### config.mk
export PLATFORM = sky130hd
export DESIGN_NAME = sprite_frame_sequencer
export DESIGN_NICKNAME = d
export VERILOG_FILES = /design/src/rtl/sprseq_pkg.sv /design/src/rtl/sprseq_ram.sv /design/src/rtl/sprseq_ctrl.sv /design/src/rtl/sprseq_dpath.sv /design/src/rtl/sprite_frame_sequencer.sv
export SDC_FILE = /design/constraint.sdc
export NUM_CORES = 1
export LEC_CHECK = 0
export ABC_AREA = 1
export CAP_MARGIN = 20
export CORE_AREA = 10 10 250 252
export DETAILED_ROUTE_END_ITERATION = 8
export DIE_AREA = 0 0 260 262
export DONT_BUFFER_PORTS = 1
export PLACE_DENSITY = 0.72
export SLEW_MARGIN = 20
export SYNTH_ARGS = -nofsm -noshare
export SYNTH_HDL_FRONTEND = slang
export SYNTH_SLANG_ARGS = --single-unit
### constraint.sdc
create_clock -name aclk -period 4.6 [get_ports aclk]
set_clock_uncertainty 0.05 [all_clocks]
set_input_delay 0.92 -clock aclk [delete_from_list [all_inputs] [get_ports aclk]]
set_output_delay 0.92 -clock aclk [all_outputs]
set_load 0.01 [all_outputs]
### src/rtl/sprseq_pkg.sv
// Package for the sprite frame sequencer.
// Holds shared types, field widths, action and register codes.
// Used by every module of the block but sprseq_ram; depends on nothing.
package sprseq_pkg;

    localparam int MAX_FRAMES = 16;

    localparam int ACTION_W   = 3;
    localparam int STEP_W     = 20;
    localparam int SLOT_W     = 4;
    localparam int DUR_IN_W   = 24;
    localparam int FRAME_W    = 4;
    localparam int PRIOR_W    = 5;
    localparam int LOOP_W     = 16;
    localparam int ELAPSED_W  = 32;
    localparam int CFG_IDX_W  = 2;
    localparam int CFG_DATA_W = 5;
    localparam int COUNT_W    = 5;

    localparam logic [ACTION_W-1:0] ACT_TICK  = 3'd0;
    localparam logic [ACTION_W-1:0] ACT_WRITE = 3'd1;
    localparam logic [ACTION_W-1:0] ACT_PLAY  = 3'd2;
    localparam logic [ACTION_W-1:0] ACT_PAUSE = 3'd3;
    localparam logic [ACTION_W-1:0] ACT_STOP  = 3'd4;
    localparam logic [ACTION_W-1:0] ACT_SEEK  = 3'd5;

    localparam logic [CFG_IDX_W-1:0] REG_FRAME_COUNT   = 2'd0;
    localparam logic [CFG_IDX_W-1:0] REG_LOOP_ENABLE   = 2'd1;
    localparam logic [CFG_IDX_W-1:0] REG_REWIND_AT_END = 2'd2;

    typedef enum logic [2:0] {
        ST_IDLE,
        ST_DECODE,
        ST_CHECK,
        ST_DIV,
        ST_FINISH,
        ST_OUT
    } state_t;

    typedef struct packed {
        logic capture;
        logic exec;
        logic advance;
        logic load_rem;
        logic div_start;
        logic div_step;
        logic load_out;
    } cmd_t;

    typedef struct packed {
        logic tick_active;
        logic acc_ge_dur;
        logic dur_zero;
        logic div_last;
    } status_t;

endpackage

### src/rtl/sprseq_ram.sv
// Generic single-port-write, single-port-read RAM with registered read data.
// Parameters set width and depth; no other dependencies.
module sprseq_ram #(
    parameter int WIDTH = 24,
    parameter int DEPTH = 16,
    parameter int AW    = (DEPTH > 1) ? $clog2(DEPTH) : 1
) (
    input  logic             aclk,
    input  logic             we,
    input  logic [AW-1:0]    waddr,
    input  logic [WIDTH-1:0] wdata,
    input  logic [AW-1:0]    raddr,
    output logic [WIDTH-1:0] rdata
);

    logic [WIDTH-1:0] mem [DEPTH];
    logic [WIDTH-1:0] rdata_reg;

    always_ff @(posedge aclk) begin
        if (we) begin
            mem[waddr] <= wdata;
        end
        rdata_reg <= mem[raddr];
    end

    assign rdata = rdata_reg;

endmodule

### src/rtl/sprseq_ctrl.sv
// Controller state machine of the sprite frame sequencer.
// Issues commands to the datapath and owns the handshake; uses sprseq_pkg.
module sprseq_ctrl
    import sprseq_pkg::*;
(
    input  logic    aclk,
    input  logic    aresetn,
    input  logic    s_valid,
    output logic    s_ready,
    output logic    m_valid,
    input  logic    m_ready,
    input  status_t status,
    output cmd_t    cmd
);

    state_t state_reg, state_next;
    logic   m_valid_reg, m_valid_next;
    logic   out_free;

    assign out_free = !m_valid_reg || m_ready;

    always_ff @(posedge aclk) begin
        if (!aresetn) begin
            state_reg   <= ST_IDLE;
            m_valid_reg <= 1'b0;
        end else begin
            state_reg   <= state_next;
            m_valid_reg <= m_valid_next;
        end
    end

    always_comb begin
        state_next = state_reg;
        case (state_reg)
            ST_IDLE: begin
                if (s_valid) begin
                    state_next = ST_DECODE;
                end
            end
            ST_DECODE: begin
                state_next = status.tick_active ? ST_CHECK : ST_OUT;
            end
            ST_CHECK: begin
                if (status.acc_ge_dur && !status.dur_zero) begin
                    state_next = ST_DIV;
                end else begin
                    state_next = ST_OUT;
                end
            end
            ST_DIV: begin
                if (status.div_last) begin
                    state_next = ST_FINISH;
                end
            end
            ST_FINISH: begin
                state_next = ST_OUT;
            end
            ST_OUT: begin
                if (out_free) begin
                    state_next = ST_IDLE;
                end
            end
            default: begin
                state_next = ST_IDLE;
            end
        endcase
    end

    always_comb begin
        cmd          = '0;
        s_ready      = 1'b0;
        m_valid_next = m_valid_reg && !m_ready;
        case (state_reg)
            ST_IDLE: begin
                s_ready     = 1'b1;
                cmd.capture = s_valid;
            end
            ST_DECODE: begin
                cmd.exec = 1'b1;
            end
            ST_CHECK: begin
                cmd.advance   = status.acc_ge_dur && status.dur_zero;
                cmd.div_start = status.acc_ge_dur && !status.dur_zero;
            end
            ST_DIV: begin
                cmd.div_step = 1'b1;
            end
            ST_FINISH: begin
                cmd.advance  = 1'b1;
                cmd.load_rem = 1'b1;
            end
            ST_OUT: begin
                cmd.load_out = out_free;
                if (out_free) begin
                    m_valid_next = 1'b1;
                end
            end
            default: begin
                cmd = '0;
            end
        endcase
    end

    assign m_valid = m_valid_reg;

endmodule

### src/rtl/sprseq_dpath.sv
// Datapath of the sprite frame sequencer: configuration, playback state,
// duration table with valid bits, serial remainder unit and result register.
// Uses sprseq_pkg and sprseq_ram.
module sprseq_dpath
    import sprseq_pkg::*;
#(
    parameter int TIME_BITS  = 24
) (
    input  logic                         aclk,
    input  logic                         aresetn,
    input  logic                         cfg_wr_en,
    input  logic [CFG_IDX_W-1:0]         cfg_index,
    input  logic [CFG_DATA_W-1:0]        cfg_wdata,
    input  logic [ACTION_W-1:0]          s_action,
    input  logic [STEP_W-1:0]            s_step_us,
    input  logic [SLOT_W-1:0]            s_slot,
    input  logic [DUR_IN_W-1:0]          s_duration_us,
    input  cmd_t                         cmd,
    output status_t                      status,
    output logic [FRAME_W-1:0]           m_frame,
    output logic signed [PRIOR_W-1:0]    m_prior_frame,
    output logic                         m_advanced,
    output logic                         m_done_flag,
    output logic                         m_halted,
    output logic [LOOP_W-1:0]            m_loops,
    output logic [ELAPSED_W-1:0]         m_elapsed_us
);

    localparam int AW     = (MAX_FRAMES > 1) ? $clog2(MAX_FRAMES) : 1;
    localparam int ACC_W  = TIME_BITS + 1;
    localparam int SUM_W  = ((ACC_W > STEP_W) ? ACC_W : STEP_W) + 1;
    localparam int CNT_W  = $clog2(TIME_BITS + 2);
    localparam logic [ACC_W-1:0] ACC_MAX = '1;

    // Configuration registers.
    logic [COUNT_W-1:0] frame_count_reg;
    logic               loop_enable_reg;
    logic               rewind_reg;

    // Captured item.
    logic [ACTION_W-1:0]  action_reg;
    logic [STEP_W-1:0]    step_reg;
    logic [SLOT_W-1:0]    slot_reg;
    logic [DUR_IN_W-1:0]  dur_in_reg;

    // Playback state.
    logic [FRAME_W-1:0]        frame_reg, frame_next;
    logic signed [PRIOR_W-1:0] prior_reg, prior_next;
    logic [ACC_W-1:0]          acc_reg, acc_next;
    logic                      paused_reg, paused_next;
    logic                      finished_reg, finished_next;
    logic [LOOP_W-1:0]         loops_reg, loops_next;
    logic [ELAPSED_W-1:0]      elapsed_reg, elapsed_next;
    logic                      adv_reg, adv_next;
    logic [MAX_FRAMES-1:0]     valid_reg, valid_next;

    // Table read and remainder unit.
    logic                  rd_ok_reg;
    logic [TIME_BITS-1:0]  rd_data;
    logic [TIME_BITS-1:0]  dur_eff;
    logic [ACC_W-1:0]      rem_reg, rem_next;
    logic [ACC_W-1:0]      quo_reg, quo_next;
    logic [CNT_W-1:0]      cnt_reg, cnt_next;
    logic [ACC_W-1:0]      shifted;

    // Result register.
    logic [FRAME_W-1:0]        out_frame_reg;
    logic signed [PRIOR_W-1:0] out_prior_reg;
    logic                      out_adv_reg;
    logic                      out_done_reg;
    logic                      out_halt_reg;
    logic [LOOP_W-1:0]         out_loops_reg;
    logic [ELAPSED_W-1:0]      out_elapsed_reg;

    logic [COUNT_W-1:0] count_eff;
    logic [SUM_W-1:0]   sum;
    logic [ACC_W-1:0]   acc_sat;
    logic               slot_ok;
    logic               ram_we;
    logic [AW-1:0]      frame_addr;
    logic [AW-1:0]      slot_addr;

    assign count_eff  = (32'(frame_count_reg) > MAX_FRAMES) ? COUNT_W'(MAX_FRAMES)
                                                            : frame_count_reg;
    assign frame_addr = AW'(frame_reg);
    assign slot_addr  = AW'(slot_reg);
    assign slot_ok    = 32'(slot_reg) < MAX_FRAMES;
    assign ram_we     = cmd.exec && (action_reg == ACT_WRITE) && slot_ok;

    assign sum     = SUM_W'(acc_reg) + SUM_W'(step_reg);
    assign acc_sat = (sum > SUM_W'(ACC_MAX)) ? ACC_MAX : ACC_W'(sum);
    assign dur_eff = rd_ok_reg ? rd_data : '0;
    assign shifted = {rem_reg[ACC_W-2:0], quo_reg[ACC_W-1]};

    assign status.tick_active = (action_reg == ACT_TICK) && (count_eff != '0) && !paused_reg;
    assign status.acc_ge_dur  = acc_reg >= ACC_W'(dur_eff);
    assign status.dur_zero    = (dur_eff == '0);
    assign status.div_last    = (cnt_reg == CNT_W'(1));

    sprseq_ram #(
        .WIDTH (TIME_BITS),
        .DEPTH (MAX_FRAMES),
        .AW    (AW)
    ) u_table (
        .aclk  (aclk),
        .we    (ram_we),
        .waddr (slot_addr),
        .wdata (TIME_BITS'(dur_in_reg)),
        .raddr (frame_addr),
        .rdata (rd_data)
    );

    always_comb begin
        frame_next    = frame_reg;
        prior_next    = prior_reg;
        acc_next      = acc_reg;
        paused_next   = paused_reg;
        finished_next = finished_reg;
        loops_next    = loops_reg;
        elapsed_next  = elapsed_reg;
        adv_next      = adv_reg;
        valid_next    = valid_reg;
        if (cmd.exec) begin
            adv_next = 1'b0;
            case (action_reg)
                ACT_TICK: begin
                    if (status.tick_active) begin
                        finished_next = 1'b0;
                        prior_next    = PRIOR_W'(frame_reg);
                        acc_next      = acc_sat;
                        elapsed_next  = elapsed_reg + ELAPSED_W'(step_reg);
                    end
                end
                ACT_WRITE: begin
                    if (slot_ok) begin
                        valid_next[slot_addr] = 1'b1;
                    end
                end
                ACT_PLAY: begin
                    paused_next = 1'b0;
                end
                ACT_PAUSE: begin
                    paused_next = 1'b1;
                end
                ACT_STOP: begin
                    paused_next = 1'b1;
                    prior_next  = '1;
                    frame_next  = '0;
                    acc_next    = '0;
                end
                ACT_SEEK: begin
                    prior_next = '1;
                    frame_next = '0;
                    acc_next   = '0;
                end
                default: begin
                    adv_next = 1'b0;
                end
            endcase
        end
        if (cmd.advance) begin
            adv_next = 1'b1;
            if (cmd.load_rem) begin
                acc_next = rem_reg;
            end
            if ((COUNT_W'(frame_reg) + COUNT_W'(1)) < count_eff) begin
                frame_next = frame_reg + FRAME_W'(1);
            end else begin
                finished_next = 1'b1;
                if (rewind_reg) begin
                    frame_next = '0;
                end
                if (loop_enable_reg) begin
                    if (loops_reg != '1) begin
                        loops_next = loops_reg + LOOP_W'(1);
                    end
                end else begin
                    paused_next = 1'b1;
                end
            end
        end
    end

    always_comb begin
        rem_next = rem_reg;
        quo_next = quo_reg;
        cnt_next = cnt_reg;
        if (cmd.div_start) begin
            rem_next = '0;
            quo_next = acc_reg;
            cnt_next = CNT_W'(ACC_W);
        end else if (cmd.div_step) begin
            rem_next = (shifted >= ACC_W'(dur_eff)) ? shifted - ACC_W'(dur_eff) : shifted;
            quo_next = {quo_reg[ACC_W-2:0], 1'b0};
            cnt_next = cnt_reg - CNT_W'(1);
        end
    end

    always_ff @(posedge aclk) begin
        if (!aresetn) begin
            frame_count_reg <= '0;
            loop_enable_reg <= 1'b0;
            rewind_reg      <= 1'b0;
            frame_reg       <= '0;
            prior_reg       <= '1;
            acc_reg         <= '0;
            paused_reg      <= 1'b0;
            finished_reg    <= 1'b0;
            loops_reg       <= '0;
            elapsed_reg     <= '0;
            adv_reg         <= 1'b0;
            valid_reg       <= '0;
        end else begin
            if (cfg_wr_en) begin
                case (cfg_index)
                    REG_FRAME_COUNT:   frame_count_reg <= cfg_wdata;
                    REG_LOOP_ENABLE:   loop_enable_reg <= cfg_wdata[0];
                    REG_REWIND_AT_END: rewind_reg      <= cfg_wdata[0];
                    default: begin
                        rewind_reg <= rewind_reg;
                    end
                endcase
            end
            frame_reg    <= frame_next;
            prior_reg    <= prior_next;
            acc_reg      <= acc_next;
            paused_reg   <= paused_next;
            finished_reg <= finished_next;
            loops_reg    <= loops_next;
            elapsed_reg  <= elapsed_next;
            adv_reg      <= adv_next;
            valid_reg    <= valid_next;
        end
    end

    always_ff @(posedge aclk) begin
        if (cmd.capture) begin
            action_reg <= s_action;
            step_reg   <= s_step_us;
            slot_reg   <= s_slot;
            dur_in_reg <= s_duration_us;
        end
        rd_ok_reg <= (32'(frame_reg) < MAX_FRAMES) && valid_reg[frame_addr];
        rem_reg   <= rem_next;
        quo_reg   <= quo_next;
        cnt_reg   <= cnt_next;
        if (cmd.load_out) begin
            out_frame_reg   <= frame_reg;
            out_prior_reg   <= prior_reg;
            out_adv_reg     <= adv_reg;
            out_done_reg    <= finished_reg;
            out_halt_reg    <= paused_reg;
            out_loops_reg   <= loops_reg;
            out_elapsed_reg <= elapsed_reg;
        end
    end

    assign m_frame       = out_frame_reg;
    assign m_prior_frame = out_prior_reg;
    assign m_advanced    = out_adv_reg;
    assign m_done_flag   = out_done_reg;
    assign m_halted      = out_halt_reg;
    assign m_loops       = out_loops_reg;
    assign m_elapsed_us  = out_elapsed_reg;

endmodule

### src/rtl/sprite_frame_sequencer.sv
// Top level of the sprite frame sequencer.
// Joins the controller (sprseq_ctrl) and the datapath (sprseq_dpath); uses sprseq_pkg.
//
//   Channel  Ports                                   Transfer when
//   input    s_action s_step_us s_slot s_duration_us s_valid && s_ready
//   result   m_frame .. m_elapsed_us                 m_valid && m_ready
//   config   cfg_index cfg_wdata                     cfg_wr_en
//
// Each item is handled alone. Non-tick actions, and ticks while paused or with no
// frames, go from decode straight to the output state; other ticks first pass the
// check state, and one that reaches a nonzero frame duration also runs the bit-serial
// remainder unit and a finish state. Once the result is loaded the block returns to
// idle and can take the next input. Reset is synchronous and needs no clearing pass.
// The next item is taken while a result waits in the output register; a stalled
// result only holds the block before it loads the next one.
module sprite_frame_sequencer
    import sprseq_pkg::*;
#(
    parameter int TIME_BITS  = 24
) (
    input  logic                      aclk,
    input  logic                      aresetn,
    input  logic                      cfg_wr_en,
    input  logic [CFG_IDX_W-1:0]      cfg_index,
    input  logic [CFG_DATA_W-1:0]     cfg_wdata,
    input  logic                      s_valid,
    output logic                      s_ready,
    input  logic [ACTION_W-1:0]       s_action,
    input  logic [STEP_W-1:0]         s_step_us,
    input  logic [SLOT_W-1:0]         s_slot,
    input  logic [DUR_IN_W-1:0]       s_duration_us,
    output logic                      m_valid,
    input  logic                      m_ready,
    output logic [FRAME_W-1:0]        m_frame,
    output logic signed [PRIOR_W-1:0] m_prior_frame,
    output logic                      m_advanced,
    output logic                      m_done_flag,
    output logic                      m_halted,
    output logic [LOOP_W-1:0]         m_loops,
    output logic [ELAPSED_W-1:0]      m_elapsed_us
);

    cmd_t    cmd;
    status_t status;

    sprseq_ctrl u_ctrl (
        .aclk    (aclk),
        .aresetn (aresetn),
        .s_valid (s_valid),
        .s_ready (s_ready),
        .m_valid (m_valid),
        .m_ready (m_ready),
        .status  (status),
        .cmd     (cmd)
    );

    sprseq_dpath #(
        .TIME_BITS  (TIME_BITS)
    ) u_dpath (
        .aclk          (aclk),
        .aresetn       (aresetn),
        .cfg_wr_en     (cfg_wr_en),
        .cfg_index     (cfg_index),
        .cfg_wdata     (cfg_wdata),
        .s_action      (s_action),
        .s_step_us     (s_step_us),
        .s_slot        (s_slot),
        .s_duration_us (s_duration_us),
        .cmd           (cmd),
        .status        (status),
        .m_frame       (m_frame),
        .m_prior_frame (m_prior_frame),
        .m_advanced    (m_advanced),
        .m_done_flag   (m_done_flag),
        .m_halted      (m_halted),
        .m_loops       (m_loops),
        .m_elapsed_us  (m_elapsed_us)
    );

endmodule
### Word level (Yosys, flattened, before mapping)

Memory sizes are Yosys's and may differ from the RTL's. A register that Yosys moved wholly into a read port is not among the register bits.
Index checks and enable logic that the tools add are counted.

| storage, ports and cells | value |
|---|---|
| bits in registers | 279 |
| memory bits (writable) | 384 |
| input port bits | 63 |
| output and inout bits | 62 |
| word-level logic and storage cells | 147 |
| memories | 1 |

Memories:

| name | words | bits a word | rd ports | clocked after memory_dff | write ports | RTL line | RTL |
|---|---|---|---|---|---|---|---|
| u_dpath.u_table.mem | 16 | 24 | 1 | 1 | 1 | sprseq_ram.sv:16 | `logic [WIDTH-1:0] mem [DEPTH];` |

| operators by class | value |
|---|---|
| add/subtract/negate cells | 7 |
| $lt $le $gt $ge | 8 |
| equality and inequality tests | 18 |
| multiplexer cells | 52 |
| bitwise logic cells | 2 |
| reduce and logical (&&, ||, !) cells | 30 |

Operators with widths:

| operator | number |
|---|---|
| two-way mux 25 bit | 8 |
| greater-or-equal comparator 25 x 24 -> 1 bit | 2 |
| case mux 25 bit (2 select lines) | 1 |
| adder 32 x 20 -> 32 bit | 1 |
| adder 25 x 20 -> 26 bit | 1 |
| > comparator 26 x 25 -> 1 bit (second input constant) | 1 |
| subtractor 25 x 24 -> 25 bit | 1 |
| logical NOT 24 bit | 1 |
| two-way mux 1 bit | 24 |
| two-way mux 24 bit | 1 |
| two-way mux 4 bit | 5 |
| case mux 3 bit (6 select lines) | 1 |
| adder 16 x 1 -> 16 bit (second input constant) | 1 |
| inequality test 16 bit (second input constant) | 1 |
| OR 16 bit | 1 |
| two-way mux 3 bit | 5 |
| == test 3 x 2 -> 1 bit (second input constant) | 4 |
| == test 3 bit (second input constant) | 4 |
| less-than comparator 4 x 5 -> 1 bit (second input constant) | 2 |
| two-way mux 5 bit | 2 |
| case mux 5 bit (2 select lines) | 1 |
| AND reduction 3 bit | 3 |
| AND reduction 2 bit | 4 |
| logical AND 1 bit | 7 |
| 24 further kinds | 35 |

### Logic depth before layout (Yosys ltp)

| logic depth | value |
|---|---|
| depth after elaboration | 10 |
| gate-level depth with buffers | 18 |
| depth with buffers taken out | 16 |

### Cells and area by module

A second synthesis with hierarchy kept.

| unflattened totals | value |
|---|---|
| cell total of the unflattened synthesis | 3589 |
| area, all modules | 32905.3 um2 |

Modules (own cells, without submodules):

| module | instances | cells an instance | area each (um2) | seq. area each (um2) |
|---|---|---|---|---|
| sprseq_ram | 1 | 1597 | 16951.3 | 12011.5 |
| sprseq_dpath | 1 | 1941 | 15643.8 | 6866.6 |
| sprseq_ctrl | 1 | 51 | 310.3 | 80.1 |

### Least setup slack after synthesis

OpenSTA, ideal clock, no wires.

| timing | value |
|---|---|
| path type | in2reg |
| from | input port s_valid |
| to | register u_dpath.action_reg[0] (enable) |
| library setup time | 523 ps |
| arrival time | 4442 ps |
| data required time | 4027 ps |
| path slack | -415 ps |
| cell stages on the path | 2 |
| buffers on the path | 0 |
| cells stage by stage | inv_1 > nor3_1 |

RTL lines:

| what | RTL line | RTL |
|---|---|---|
| from (decl) | sprite_frame_sequencer.sv:26 | `input logic s_valid,` |
| to (signal assigned) | sprseq_dpath.sv:238 | `action_reg <= s_action;` |
| to (decl) | sprseq_dpath.sv:41 | `logic [ACTION_W-1:0] action_reg;` |

### Final worst setup path

| timing | value |
|---|---|
| from | register u_dpath.rd_ok_reg |
| to | register u_dpath.rem_reg[7] |

| between the ends | value |
|---|---|
| cells in the longest elaborated chain, start to end | 5 |
| elaborated cells on any way between the ends | 9 |
| classes of those cells | add/sub: 1; order compare: 2; mux: 3; reduce/logical: 3 |

Ends and longest elaborated chain:

| what | RTL line | RTL |
|---|---|---|
| from (decl) | sprseq_dpath.sv:58 | `logic rd_ok_reg;` |
| from (signal assigned) | sprseq_dpath.sv:243 | `rd_ok_reg <= (32'(frame_reg) < MAX_FRAMES) && valid_reg[frame_addr];` |
| two-way mux 24 bit (*) | sprseq_dpath.sv:92 | `assign dur_eff = rd_ok_reg ? rd_data : '0;` |
| parallel branches: the longest is 4 deep, another holds greater-or-equal comparator 25 x 24 -> 1 bit | -- |  |
| to (signal assigned) | sprseq_dpath.sv:244 | `rem_reg <= rem_next;` |
| to (decl) | sprseq_dpath.sv:61 | `logic [ACC_W-1:0] rem_reg, rem_next;` |

Every way passes the cells marked *.
A chain may end at the register's enable or synchronous reset.

==> impl_results.md <==
* P_leak at around 13 nW
* Crit path max fanout at 26
* Fin area at around 0.035 mm²
* Chip Width at approximately 260 µm
* PwrDens at 554 mW/mm²
* Number of global-route vias before repair at roughly 23,000
* Post-synth top area share at 49.7%
* Final Power at 19.2 mW
* Combinational power share at approximately 31%
* Worst slew margin at about a quarter
* Nets at ~3,300
* Initial antenna violation count at 0
* CTS Root Cell: clkbuf_16
* Reg power frac at a little under two fifths
* DRC Markers at 0
* Bufs and invs on worst path at 3
* Post-synth EDFFs at 520
* Flop-to-flop setup slack at 1040 ps
* Most frequent cell after synthesis: nand2_1
* Hold path endpoint: u_dpath.dur_in_reg[15]$_DFFE_PP_
* Num CTS Buffers at 72
* Core footprint at about 0.057 mm²
* Antenna diode instance count at 0
* Crit-path max cell delay at ~900 ps
* Reg2reg start: u_dpath.rd_ok_reg$_DFF_P_
* Max VDD drop at 0.541 mV
* Flops & latches, synth at slightly below 700
* H-tree depth at 3
* WS Path Type: flip-flop to flip-flop
* Net Count, Synth at about 3,300
* Critical Path Sink Type: flip-flop
* Critical path's top delay family: simple AND/OR/NAND/NOR gates
* Setup tns final at 0 ps
* Pin count of the biggest net entering global routing at about 200
* Yosys top cell by area: edfxtp_1
* Routed WL at roughly 87,000 µm
* Vias per cell at approximately 6.0
* Die area at approximately 0.07 mm²
* Post-DP HPWL at 56,900 µm
* Pin slew with the least headroom to its limit at around 1100 ps
* Layout cell share with drive strength beyond 1 at ~6.7%
* Hold Startpoint: s_duration_us[15]
* Hold buffer count at CTS at 0
* Hold depth at 0
* Clock share of power at 30.5%
* Synth Area per Inst at roughly 10 µm²
* Register-to-Register Path Depth at 15
* Vias at approximately 24,000
* Final setup fails at 0
* Slew Limit Fails at 0
* DRT Pass-1 Iters at 5
* P_int at approximately 12 mW
* Clock net sink count at approximately 690
* DR WL/cell at roughly 22 µm
* Routability-driven placement congestion ratio at ~0.94
* Die Ht at about 260 µm
* Overflow after GRT at 0
* Clock slew at reported path FFs at ~70 ps
* Ys Warns at 0
* Net Sw Power at between 6 and 7 mW
* Type of origin of the critical path: flip-flop
* Max reg flops at 384
* GRT Util Overall at about 25%
* Unique masters post-synth at 50
* Clock Latency Late Sink at ~620 ps
* Asr flop ratio synth at 0%
* Slowest stage cell, crit path: dfxtp_1
* Most used flip-flop cell after synthesis: edfxtp_1
* Outcome: finished, final reports clean
* Rows at roughly 90
* Hold Path Class: input port to flip-flop
* RSZ-0062 raised after global routing: no
* Register area share after synthesis at 60.4%
* CP required at 5050 ps
* Post-CTS Setup Bufs at 0
* I/O pin count at between 100 and 150
* Critical path data arrival time at around 4000 ps
* Inst Count DP at between 3,000 and 4,000
* Post-synth top cells: 524 x nand2_1, 520 x edfxtp_1, 416 x nor2_1
* Final non-filler cell total at 3,949
* Cell area after synthesis at 0.0314 mm²
* P&R area growth vs syn at 10.4%
* R2R Path End: u_dpath.rem_reg[7]$_SDFFE_PP0P_
* Synth top area cells: edfxtp_1 50%, dfxtp_1 11%, nand2_1 6.3%, o21ai_0 5.6%, nor2_1 5.0%
* Post-place instance area at 0.0323 mm²
* Fin crit share at 77.3%
* Hold Fails Final Rpt at 0
* Crit-path cells: nand2_1, ha_1, nand2_1, inv_1, nand3_1, nor2_1, nor2b_1, nand2_1, nand3_1, nand3_1, nand2_1, buf_4, inv_2, nand2_1, o21ai_0
* Post-DRT Antenna Nets at 0
* Clock buffer depth at 3
* Maxcap violations at 0
* F_max at 281 MHz
* CTS tree: yes
* Net Sw Frac at between 30% and 40%
* Global-route wire length before repair at between 100,000 and 150,000 µm
* Resized cells post-CTS at 0
* Most frequent CP cell: nand2_1
* Initial Util at between 50% and 60%
* Min Tclk post-route at around 3600 ps
* Buffers added on ports at 0
* Post-synthesis cell count at around 3,100
* Initial DRC Count at around 2,500
==> cells in the final DEF (no fill, tap or decap), types with 9 or more instances in the layout <==
cell / count
xnor2_1: 27
clkbuf_1: 20
xor2_1: 33
inv_2: 9
nor2_1: 399
o21ai_0: 352
ha_1: 96
o221ai_1: 71
edfxtp_1: 520
dfxtp_1: 164
o21bai_1: 9
inv_1: 219
nor2_4: 17
buf_4: 37
o21a_1: 9
nor3_1: 31
nand2_1: 524
o22ai_1: 31
a21oi_1: 191
o211ai_1: 38
nand4_1: 52
clkinv_2: 11
clkbuf_16: 72
nand3_1: 144
==> layer usage <==
metal | up-vias | GRT usage [%] | part of all wire (%)
li1 | 11100 | - | -
met1 | 11400 | 33.6 | 42
met2 | 873 | 42.0 | 48
met3 | 188 | 3.25 | 6.0
met4 | 0 | 10.1 | 3.4
met5 | - | 0 | 0
==> worst register-to-register path: cells and delay by family, from the launching register on <==
family	cells	cell delay, ps
compound gates	1	80
buf+inv	3	700
simple gates	10	1290
fa+ha+maj	1	410
flops	1	900
==> worst max-delay path by stage <==
stage	startpoint	endpoint	slack (ps)	depth (start not counted)
global route	u_dpath.rd_ok_reg$_DFF_P_	u_dpath.rem_reg[11]$_SDFFE_PP0P_	690	12
CTS	u_dpath.rd_ok_reg$_DFF_P_	u_dpath.rem_reg[8]$_SDFFE_PP0P_	1060	14
detailed placement	u_dpath.rd_ok_reg$_DFF_P_	u_dpath.rem_reg[8]$_SDFFE_PP0P_	1080	14
floorplan	m_ready	u_dpath.m_advanced$_DFFE_PP_	140	2
global placement	u_dpath.rd_ok_reg$_DFF_P_	u_dpath.rem_reg[9]$_SDFFE_PP0P_	1260	12
finish	u_dpath.rd_ok_reg$_DFF_P_	u_dpath.rem_reg[7]$_SDFFE_PP0P_	1040	15
==> cell families after synthesis <==
group	count (synthesis)	share of synthesized area, %
AND/OR/NAND/NOR	1215	16.2
AO/OA/AOI/OAI	720	13.1
flip-flops	687	60.4
buffers and inverters	364	4.64
adder cells (fa/ha/maj)	99	4.01
XOR/XNOR	60	1.67
==> stage by stage <==
step                hold WS, ps  util (%)  worst slack [ps]
finish                      339      60.4              1040
global route                317      60.4               694
CTS                         306      60.4              1060
detailed placement          366      56.3              1080
global placement            373      56.3              1260
floorplan                   356         -               140
==> cell type report <==
type                    instances  area (µm²)
clock buffers                 100        1990
clock inverters                32         394
fillers                      4667       22700
inverters                     230         868
multi-input cells            2094       11100
flip-flops and latches        687       19000
well taps                     765         957
repair buffers                 41         349
==> power by group through the flow <==
stage          clock [mW]  sequential (mW)  combinational [mW]
2_1_floorplan           0             7.27                4.45
6_report             5.86             7.37                5.99
3_5_place_dp            0             7.49                5.88
5_1_grt              6.18             7.39                6.71
4_1_cts              5.93             7.36                5.91
3_3_place_gp            0             7.49                5.89
Power figures use the tool's default switching activity.
